**src/hdl/bsed_pkg.sv**
```systemverilog
// Shared types and codes for the backslash escape decoder.
// Used by bsed_decode, bsed_outbuf and backslash_escape_decoder_core; no dependencies.
package bsed_pkg;

    // Input item kinds
    localparam logic [1:0] FUNC_TEXT  = 2'd0;
    localparam logic [1:0] FUNC_NEXT  = 2'd1;
    localparam logic [1:0] FUNC_FINAL = 2'd2;
    localparam logic [1:0] FUNC_RSVD  = 2'd3;

    // Configuration register indexes
    localparam logic CFG_ESCAPES_ON = 1'b0;
    localparam logic CFG_NEWLINE_ON = 1'b1;

    typedef struct packed {
        logic [1:0] func;
        logic [7:0] data_byte;
    } t_in;

    typedef struct packed {
        logic [7:0] out_byte;
        logic       last_of_run;
    } t_out;

    typedef struct packed {
        logic escapes_on;
        logic newline_on;
    } t_cfg;

    // Up to two results decoded from one item
    typedef struct packed {
        logic [1:0] count;
        t_out       res0;
        t_out       res1;
    } t_dec_res;

endpackage

```
**src/hdl/bsed_decode.sv**
```systemverilog
// Escape decoder: one item in, up to two result bytes out, with sequence state.
// Depends on bsed_pkg.
module bsed_decode (
    input  logic              i_clk,
    input  logic              i_rst_n,
    input  logic              i_en,
    input  bsed_pkg::t_in     i_item,
    input  bsed_pkg::t_cfg    i_cfg,
    output bsed_pkg::t_dec_res o_res
);

    // Decode modes
    localparam logic [2:0] MODE_NORMAL = 3'd0;
    localparam logic [2:0] MODE_BSLASH = 3'd1;
    localparam logic [2:0] MODE_HEX0   = 3'd2;
    localparam logic [2:0] MODE_HEX1   = 3'd3;
    localparam logic [2:0] MODE_OCT0   = 3'd4;
    localparam logic [2:0] MODE_OCT1   = 3'd5;
    localparam logic [2:0] MODE_OCT2   = 3'd6;

    // Characters
    localparam logic [7:0] CH_BSLASH = 8'h5C;
    localparam logic [7:0] CH_SPACE  = 8'h20;
    localparam logic [7:0] CH_LF     = 8'h0A;
    localparam logic [7:0] CH_CR     = 8'h0D;
    localparam logic [7:0] CH_TAB    = 8'h09;
    localparam logic [7:0] CH_BEL    = 8'h07;
    localparam logic [7:0] CH_BS     = 8'h08;
    localparam logic [7:0] CH_ESC    = 8'h1B;
    localparam logic [7:0] CH_FF     = 8'h0C;
    localparam logic [7:0] CH_VT     = 8'h0B;
    localparam logic [7:0] CH_0      = 8'h30;
    localparam logic [7:0] CH_7      = 8'h37;
    localparam logic [7:0] CH_9      = 8'h39;
    localparam logic [7:0] CH_UA     = 8'h41;
    localparam logic [7:0] CH_UF     = 8'h46;
    localparam logic [7:0] CH_LA     = 8'h61;
    localparam logic [7:0] CH_LB     = 8'h62;
    localparam logic [7:0] CH_LC     = 8'h63;
    localparam logic [7:0] CH_LE     = 8'h65;
    localparam logic [7:0] CH_LF_    = 8'h66;
    localparam logic [7:0] CH_LN     = 8'h6E;
    localparam logic [7:0] CH_LR     = 8'h72;
    localparam logic [7:0] CH_LT     = 8'h74;
    localparam logic [7:0] CH_LV     = 8'h76;
    localparam logic [7:0] CH_LX     = 8'h78;

    logic [2:0] r_mode,   n_mode;
    logic [8:0] r_digit,  n_digit;
    logic       r_halted, n_halted;

    logic [7:0] b;
    logic       is_dec, is_hex, is_oct, pl_esc;
    logic [3:0] hex_v;
    logic       put_a, put_b;
    logic [7:0] byte_a, byte_b;

    // Classify the incoming byte
    always_comb begin
        b      = i_item.data_byte;
        is_dec = (b >= CH_0) && (b <= CH_9);
        is_oct = (b >= CH_0) && (b <= CH_7);
        is_hex = is_dec || ((b >= CH_LA) && (b <= CH_LF_)) || ((b >= CH_UA) && (b <= CH_UF));
        hex_v  = is_dec ? b[3:0] : (b[3:0] + 4'd9);
        pl_esc = i_cfg.escapes_on && (b == CH_BSLASH);
    end

    // Next state and emitted bytes; byte_b slot carries the plain text byte or the separator
    always_comb begin
        n_mode   = r_mode;
        n_digit  = r_digit;
        n_halted = r_halted;
        put_a    = 1'b0;
        put_b    = 1'b0;
        byte_a   = b;
        byte_b   = b;
        if (i_item.func == bsed_pkg::FUNC_RSVD) begin
            // ignore
        end else if (r_halted) begin
            if (i_item.func == bsed_pkg::FUNC_FINAL) begin
                n_halted = 1'b0;
                n_mode   = MODE_NORMAL;
                n_digit  = 9'd0;
            end
        end else if (i_item.func == bsed_pkg::FUNC_TEXT) begin
            unique case (r_mode)
                MODE_BSLASH: begin
                    n_mode = MODE_NORMAL;
                    put_a  = 1'b1;
                    unique case (b)
                        CH_BSLASH: byte_a = CH_BSLASH;
                        CH_LA:     byte_a = CH_BEL;
                        CH_LB:     byte_a = CH_BS;
                        CH_LE:     byte_a = CH_ESC;
                        CH_LF_:    byte_a = CH_FF;
                        CH_LN:     byte_a = CH_LF;
                        CH_LR:     byte_a = CH_CR;
                        CH_LT:     byte_a = CH_TAB;
                        CH_LV:     byte_a = CH_VT;
                        CH_LC: begin
                            put_a    = 1'b0;
                            n_halted = 1'b1;
                        end
                        CH_LX: begin
                            put_a   = 1'b0;
                            n_mode  = MODE_HEX0;
                            n_digit = 9'd0;
                        end
                        CH_0: begin
                            put_a   = 1'b0;
                            n_mode  = MODE_OCT0;
                            n_digit = 9'd0;
                        end
                        default: begin
                            // unknown escape: backslash, then the byte itself
                            byte_a = CH_BSLASH;
                            put_b  = 1'b1;
                        end
                    endcase
                end
                MODE_HEX0: begin
                    if (is_hex) begin
                        n_digit = {5'd0, hex_v};
                        n_mode  = MODE_HEX1;
                    end else begin
                        n_mode = pl_esc ? MODE_BSLASH : MODE_NORMAL;
                        put_b  = !pl_esc;
                    end
                end
                MODE_HEX1: begin
                    n_digit = 9'd0;
                    put_a   = 1'b1;
                    if (is_hex) begin
                        n_mode = MODE_NORMAL;
                        byte_a = {r_digit[3:0], hex_v};
                    end else begin
                        byte_a = r_digit[7:0];
                        n_mode = pl_esc ? MODE_BSLASH : MODE_NORMAL;
                        put_b  = !pl_esc;
                    end
                end
                MODE_OCT0, MODE_OCT1: begin
                    if (is_oct) begin
                        n_digit = {r_digit[5:0], b[2:0]};
                        n_mode  = r_mode + 3'd1;
                    end else begin
                        put_a   = (r_mode == MODE_OCT1);
                        byte_a  = r_digit[7:0];
                        n_digit = 9'd0;
                        n_mode  = pl_esc ? MODE_BSLASH : MODE_NORMAL;
                        put_b   = !pl_esc;
                    end
                end
                MODE_OCT2: begin
                    n_digit = 9'd0;
                    put_a   = 1'b1;
                    if (is_oct) begin
                        n_mode = MODE_NORMAL;
                        byte_a = {r_digit[4:0], b[2:0]};
                    end else begin
                        byte_a = r_digit[7:0];
                        n_mode = pl_esc ? MODE_BSLASH : MODE_NORMAL;
                        put_b  = !pl_esc;
                    end
                end
                default: begin
                    n_mode = pl_esc ? MODE_BSLASH : MODE_NORMAL;
                    put_b  = !pl_esc;
                end
            endcase
        end else begin
            // End of argument: flush an open sequence, then the separator
            put_a  = (r_mode == MODE_BSLASH) || (r_mode == MODE_HEX1) ||
                     (r_mode == MODE_OCT1) || (r_mode == MODE_OCT2);
            byte_a = (r_mode == MODE_BSLASH) ? CH_BSLASH : r_digit[7:0];
            n_mode  = MODE_NORMAL;
            n_digit = 9'd0;
            if (i_item.func == bsed_pkg::FUNC_NEXT) begin
                put_b  = 1'b1;
                byte_b = CH_SPACE;
            end else begin
                put_b  = i_cfg.newline_on;
                byte_b = CH_LF;
            end
        end
    end

    // Pack the results in emission order
    always_comb begin
        o_res.count            = {1'b0, put_a} + {1'b0, put_b};
        o_res.res0.out_byte    = put_a ? byte_a : byte_b;
        o_res.res0.last_of_run = !(put_a && put_b);
        o_res.res1.out_byte    = byte_b;
        o_res.res1.last_of_run = 1'b1;
    end

    // Advance sequence state on each consumed item
    always_ff @(posedge i_clk) begin
        if (!i_rst_n) begin
            r_mode   <= MODE_NORMAL;
            r_digit  <= 9'd0;
            r_halted <= 1'b0;
        end else if (i_en) begin
            r_mode   <= n_mode;
            r_digit  <= n_digit;
            r_halted <= n_halted;
        end
    end

    a_halt_holds: assert property (@(posedge i_clk) disable iff (!i_rst_n)
        !i_en |=> $stable(r_halted) && $stable(r_mode) && $stable(r_digit))
        else $error("decode state changed without a consumed item");

    a_final_clears: assert property (@(posedge i_clk) disable iff (!i_rst_n)
        (i_en && r_halted && i_item.func == bsed_pkg::FUNC_FINAL)
            |=> !r_halted && r_mode == MODE_NORMAL)
        else $error("final marker did not release halt");

    a_halt_silent: assert property (@(posedge i_clk) disable iff (!i_rst_n)
        r_halted |-> o_res.count == 2'd0)
        else $error("output produced while halted");

endmodule

```
**src/hdl/bsed_outbuf.sv**
```systemverilog
// Two-entry result buffer: loads a decoded run, hands results out one per cycle while the consumer is ready.
// Depends on bsed_pkg.
module bsed_outbuf (
    input  logic                i_clk,
    input  logic                i_rst_n,
    input  logic                i_load,
    input  bsed_pkg::t_dec_res  i_res,
    output logic                o_free,
    output logic                o_valid,
    output bsed_pkg::t_out      o_item,
    input  logic                i_ready
);

    logic [1:0]     r_cnt, n_cnt;
    bsed_pkg::t_out r_res0, n_res0;
    bsed_pkg::t_out r_res1, n_res1;
    logic           fire;

    assign o_valid = (r_cnt != 2'd0);
    assign o_item  = r_res0;
    assign fire    = o_valid && i_ready;
    // Room for a new run once the buffer drains this cycle
    assign o_free  = (r_cnt == 2'd0) || ((r_cnt == 2'd1) && i_ready);

    // Load a run or shift out one result
    always_comb begin
        n_cnt  = r_cnt;
        n_res0 = r_res0;
        n_res1 = r_res1;
        if (i_load) begin
            n_cnt  = i_res.count;
            n_res0 = i_res.res0;
            n_res1 = i_res.res1;
        end else if (fire) begin
            n_cnt  = r_cnt - 2'd1;
            n_res0 = r_res1;
        end
    end

    always_ff @(posedge i_clk) begin
        if (!i_rst_n) begin
            r_cnt <= 2'd0;
        end else begin
            r_cnt <= n_cnt;
        end
    end

    always_ff @(posedge i_clk) begin
        r_res0 <= n_res0;
        r_res1 <= n_res1;
    end

    a_cnt_range: assert property (@(posedge i_clk) disable iff (!i_rst_n)
        r_cnt != 2'd3)
        else $error("result buffer overfilled");

    a_load_free: assert property (@(posedge i_clk) disable iff (!i_rst_n)
        i_load |-> o_free)
        else $error("run loaded while buffer busy");

    a_load_count: assert property (@(posedge i_clk) disable iff (!i_rst_n)
        i_load |=> r_cnt == $past(i_res.count))
        else $error("buffer count does not match loaded run");

endmodule

```
**src/hdl/backslash_escape_decoder_core.sv**
```systemverilog
// Top level of the backslash escape decoder: input register, config registers,
// decoder and result buffer. Depends on bsed_pkg, bsed_decode, bsed_outbuf.
//
//  Channel  Signals                                   Direction
//  in       i_in_valid / o_in_ready / i_in_item       item in  (func, data_byte)
//  out      o_out_valid / i_out_ready / o_out_item    item out (out_byte, last_of_run)
//  cfg      i_cfg_wr_en / i_cfg_index / i_cfg_data    register write, no handshake
//
// One item per cycle is accepted while the result buffer has room; each item passes
// the input register and then the result buffer before its first result is offered.
// An item that yields two results holds the input side while the result buffer
// drains its first entry.
// Reset (synchronous, active low) empties both stages and returns to plain text.
// A stalled output holds the buffer, and the input register holds until it frees.
module backslash_escape_decoder_core (
    input  logic            i_clk,
    input  logic            i_rst_n,
    input  logic            i_in_valid,
    output logic            o_in_ready,
    input  bsed_pkg::t_in   i_in_item,
    output logic            o_out_valid,
    input  logic            i_out_ready,
    output bsed_pkg::t_out  o_out_item,
    input  logic            i_cfg_wr_en,
    input  logic            i_cfg_index,
    input  logic            i_cfg_data
);

    logic               r_in_valid, n_in_valid;
    bsed_pkg::t_in      r_in;
    bsed_pkg::t_cfg     r_cfg;
    bsed_pkg::t_dec_res dec_res;
    logic               buf_free;
    logic               consume;
    logic               take;

    assign consume    = r_in_valid && buf_free;
    assign o_in_ready = !r_in_valid || consume;
    assign take       = i_in_valid && o_in_ready;

    // Hold the item until the decoder consumes it
    always_comb begin
        n_in_valid = r_in_valid;
        if (take) begin
            n_in_valid = 1'b1;
        end else if (consume) begin
            n_in_valid = 1'b0;
        end
    end

    always_ff @(posedge i_clk) begin
        if (!i_rst_n) begin
            r_in_valid <= 1'b0;
        end else begin
            r_in_valid <= n_in_valid;
        end
    end

    always_ff @(posedge i_clk) begin
        if (take) begin
            r_in <= i_in_item;
        end
    end

    // Configuration registers
    always_ff @(posedge i_clk) begin
        if (!i_rst_n) begin
            r_cfg.escapes_on <= 1'b0;
            r_cfg.newline_on <= 1'b1;
        end else if (i_cfg_wr_en) begin
            unique case (i_cfg_index)
                bsed_pkg::CFG_ESCAPES_ON: r_cfg.escapes_on <= i_cfg_data;
                bsed_pkg::CFG_NEWLINE_ON: r_cfg.newline_on <= i_cfg_data;
                default: ;
            endcase
        end
    end

    bsed_decode u_decode (
        .i_clk   (i_clk),
        .i_rst_n (i_rst_n),
        .i_en    (consume),
        .i_item  (r_in),
        .i_cfg   (r_cfg),
        .o_res   (dec_res)
    );

    bsed_outbuf u_outbuf (
        .i_clk   (i_clk),
        .i_rst_n (i_rst_n),
        .i_load  (consume),
        .i_res   (dec_res),
        .o_free  (buf_free),
        .o_valid (o_out_valid),
        .o_item  (o_out_item),
        .i_ready (i_out_ready)
    );

endmodule
```
**config.mk**
```make
export PLATFORM = sky130hd
export DESIGN_NAME = backslash_escape_decoder_core
export DESIGN_NICKNAME = d
export VERILOG_FILES = /design/src/hdl/bsed_pkg.sv /design/src/hdl/bsed_decode.sv /design/src/hdl/bsed_outbuf.sv /design/src/hdl/backslash_escape_decoder_core.sv
export SDC_FILE = /design/constraint.sdc
export NUM_CORES = 1
export LEC_CHECK = 0
export BUFFER_PORTS_ARGS = -buffer_cell sky130_fd_sc_hd__buf_2
export CAP_MARGIN = 20
export CORE_MARGIN = 1
export CORE_UTILIZATION = 45
export CTS_CLUSTER_DIAMETER = 150
export DETAILED_ROUTE_END_ITERATION = 12
export PLACE_DENSITY = 0.61
export SETUP_SLACK_MARGIN = 0.3
export SYNTH_ARGS = -nofsm -noshare
export SYNTH_HDL_FRONTEND = slang
export SYNTH_SLANG_ARGS = --single-unit
```
**constraint.sdc**
```tcl
create_clock -name i_clk -period 4.7 [get_ports i_clk]
set_input_delay 0.705 -clock i_clk [delete_from_list [all_inputs] [get_ports i_clk]]
set_output_delay 0.705 -clock i_clk [all_outputs]
set_load 0.02 [all_outputs]
```
==> qor.yml <==
power:
  p_leak_nw: 1.30
  ir_worst_vdd_mv: 0.146
  pwr-share-clk_pct: 25.1
  switchingPower_mw: 0.314
  power.total_mw: 0.954
  p_seq_share_pct: 51.6
  switching_share_pct: 32.9
  powerDensity_mw_per_mm2: 262
  pwr-share-comb_pct: 23.2
  internal_power_mw: 0.640
clock_tree:
  h-tree-depth: 2
  cts_inserted_buffers: 5
  cts_setup_buffers: 0
  cts_buffer_depth: 2
  cts_sinks: 44
  cts-resized-gates: 0
  cts_hold_buf: 0
  clock_latency_ns: 0.30
  cts_root_buffer: "clkbuf_8"
  cts_tree: "done"
  clk_pin_slew_worst_paths_ns: 0.08
drt:
  drc: 0
  top_layer_used: "met4"
  wl_met2_um: 4420
  postRouteWirelength_um: 10100
  via_per_inst: 6.46
  first_pass_iters: 5
  wl_per_cell_um: 19.6
  wl_met1_um: 4530
  num_vias: 3333
  final_antenna_net_count: 0
  drtIter0Drc: 528
  wl_met3_um: 858
cells_and_area:
  fin_util_pct: 50.0
  layout.nets: 446
  syn2layout_area_growth_pct: 6.66
  layoutNonFillerInstCount: 516
  drive_above_1_share_pct: 12.2
  diodes: 0
logic_synthesis:
  synth_compound_area_share_pct: 28.1
  synth.area.mux_share_pct: 2.45
  synth_most_common_cell: "nand2_1"
  async_flop_share_pct: 0
  netlist_area_mm2: 0.00342
  synth_top_family_by_area: "compound AO/OA/AOI/OAI gates"
  synth_xor_xnor_area_share_pct: 0.513
  synth_cells: 410
  ys_types: 70
  synth_warnings: 0
  yosysTopAreaCell: "edfxtp_1"
  synthSimpleGateAreaFrac_pct: 24.6
  syn_area_per_cell_um2: 8.33
  synth-adder-area-share_pct: 4.76
  synth_edf_count: 27
  synth_common_cells: "39 x nand2_1, 30 x a21oi_1, 29 x nor2_1, 29 x o21ai_0, 27 x edfxtp_1"
  syn_nets: 440
  yosys-top-cells-area: "edfxtp_1 24%, dfxtp_1 10%, ha_1 4.8%"
  yosysSeqAreaShare_pct: 33.7
  synth_top_area_share_pct: 23.7
  yosys_register_bits: 44
  synth_top_flop_cell: "edfxtp_1"
critical_path:
  cp_top_family: "compound AO/OA/AOI/OAI gates"
  cp_data_required_time_ns: 4.76
  crit_chain: "inv_1 > ha_1 > nand4b_1 > a31oi_2 > a211o_1 > mux2_2 > a221oi_1 > a211oi_2 > a21o_1"
  r2r-start: "r_in[1]"
  rr_worst_depth: 9
  crit_end: "u_outbuf.o_item[1]"
  critical_path_buf_inv_count: 1
  cpMaxStageDelayCell: "edfxtp_1"
  cp-start-kind: "flop"
  crit_cells: 9
  cp-end-kind: "flop"
  critical_path_class: "flop to flop"
  rr_endpoint: "u_outbuf.o_item[1]"
  r2r_slack_ns: 1.10
  max_stage_delay_ns: 0.64
  startpoint: "r_in[1]"
  critPathArrivalTime_ns: 3.66
  worstPathMaxFanout: 13
timing:
  setup_tns_ns: 0
  period_share_pct: 76.6
  maxSlewViolCount: 0
  slew_headroom_pct: 37.6
  rsz0062_at_grt: "false"
  final.setup.worst_slack_ns: 1.10
  tightestPinTransition_ns: 0.935
  layout_min_cycle_time_ns: 3.60
  hold_viol_final: 0
  finalClockSkew_ns: 0.00532
  fmax_mhz: 278
  setup_viol: 0
die:
  dieArea_mm2: 0.00795
  fp.dieW_um: 89.1
  rows: 31
  core_area_mm2: 0.00729
  start_util_pct: 46.9
  ios: 28
  die_height_um: 89.1
placement:
  post-place-ws_ns: 1.22
  hpwlAfterDp_um: 7350
  dpl.cell_count: 508
  gp_congestion: 0.974
  port_buffers: 27
global_route:
  grt_pass1_vias: 2922
  globalRouteTotalUtil_pct: 27.0
  grt_pass1_wl_um: 16100
  antenna_found_initial: 0
  overflow: 0
  grt_max_degree: 31
hold_path:
  hp-class: "flop to flop"
job:
  cap_viol_max_count: 0
outcome:
  outcome: "complete, no violations"
## registers in the layout, summed over array words and instances (netlist names)
register,count
r_cfg,2
r_in,10
r_in_valid,1
u_decode.r_digit,8
u_decode.r_halted,1
u_decode.r_mode,3
u_outbuf.o_item,9
u_outbuf.r_cnt,2
u_outbuf.r_res1,8
## worst reg2reg max path: stages, from the launching register on
cell and delay (ns):
edfxtp_1 0.64, inv_1 0.26, ha_1 0.26, nand4b_1 0.17
a31oi_2 0.49, a211o_1 0.42, mux2_2 0.38, a221oi_1 0.41
a211oi_2 0.15, a21o_1 0.18
## cell type report
cell class / instances / area [um2]
Fill cell: 745 / 3650
Multi-Input combinational cell: 318 / 2060
Sequential cell: 44 / 1150
Timing Repair Buffer: 30 / 158
Tap cell: 99 / 124
Clock buffer: 7 / 76.3
Inverter: 17 / 63.8
Clock inverter: 1 / 8.76
## power by group through the flow
stage          Sequential (mW)  Clock [mW]  Combinational (mW)
2_1_floorplan            0.493           0               0.159
3_3_place_gp             0.500           0               0.221
3_5_place_dp             0.500           0               0.220
4_1_cts                  0.491       0.246               0.221
5_1_grt                  0.499       0.261               0.246
6_report                 0.493       0.240               0.222
## stage by stage
stage	instance area [um2]	hold slack (ns)
final	3640	0.493
after global routing	3640	0.517
after CTS	3640	0.493
after detailed placement	3560	0.481
after global placement	3560	0.470
after floorplan	3420	0.439
## layout by cell type, fill, tap and decap left out, types with 4 or more instances in the layout
cell / n
edfxtp_1: 27
o21ai_0: 29
nand4_1: 12
dfxtp_1: 17
nor4_1: 4
nand2b_1: 7
a22o_1: 4
nor2_1: 29
o22ai_1: 7
ha_1: 13
a31oi_1: 4
a211oi_1: 6
nand3_1: 16
buf_2: 27
nor3_1: 7
inv_1: 17
mux2i_1: 5
a31o_2: 4
o21ai_1: 6
a21oi_1: 30
nand2_1: 39
nor2b_1: 10
o31ai_1: 5
and2_1: 5
clkbuf_8: 5
## routing by layer
| metal | up-vias | global-route usage (%) |
|---|---|---|
| li1 | 1570 | - |
| met1 | 1541 | 39.4 |
| met2 | 185 | 40.0 |
| met3 | 37 | 4.34 |
| met4 | 0 | 9.67 |
| met5 | - | 0 |
## logic make-up (layout without fill, tap and decap cells)
group,count (synthesis),in the layout
DFF,44,44
muxes,8,8
and+or+nand+nor,157,157
xor gates and xnor gates,2,2
AOI/OAI and AO/OA,138,138
adders and majority gates,13,13
buffers and inverters,48,55
## worst min-delay path by stage
stage / depth (start not counted) / start / end / slack (ns)
floorplan: 2 / r_cfg[0] / r_cfg[0] / 0.44
global placement: 2 / r_cfg[0] / r_cfg[0] / 0.47
detailed placement: 2 / r_cfg[0] / r_cfg[0] / 0.48
CTS: 2 / r_cfg[0] / r_cfg[0] / 0.49
global route: 2 / r_cfg[0] / r_cfg[0] / 0.52
finish: 2 / r_cfg[0] / r_cfg[0] / 0.49
(Power assumes the default switching activity.)
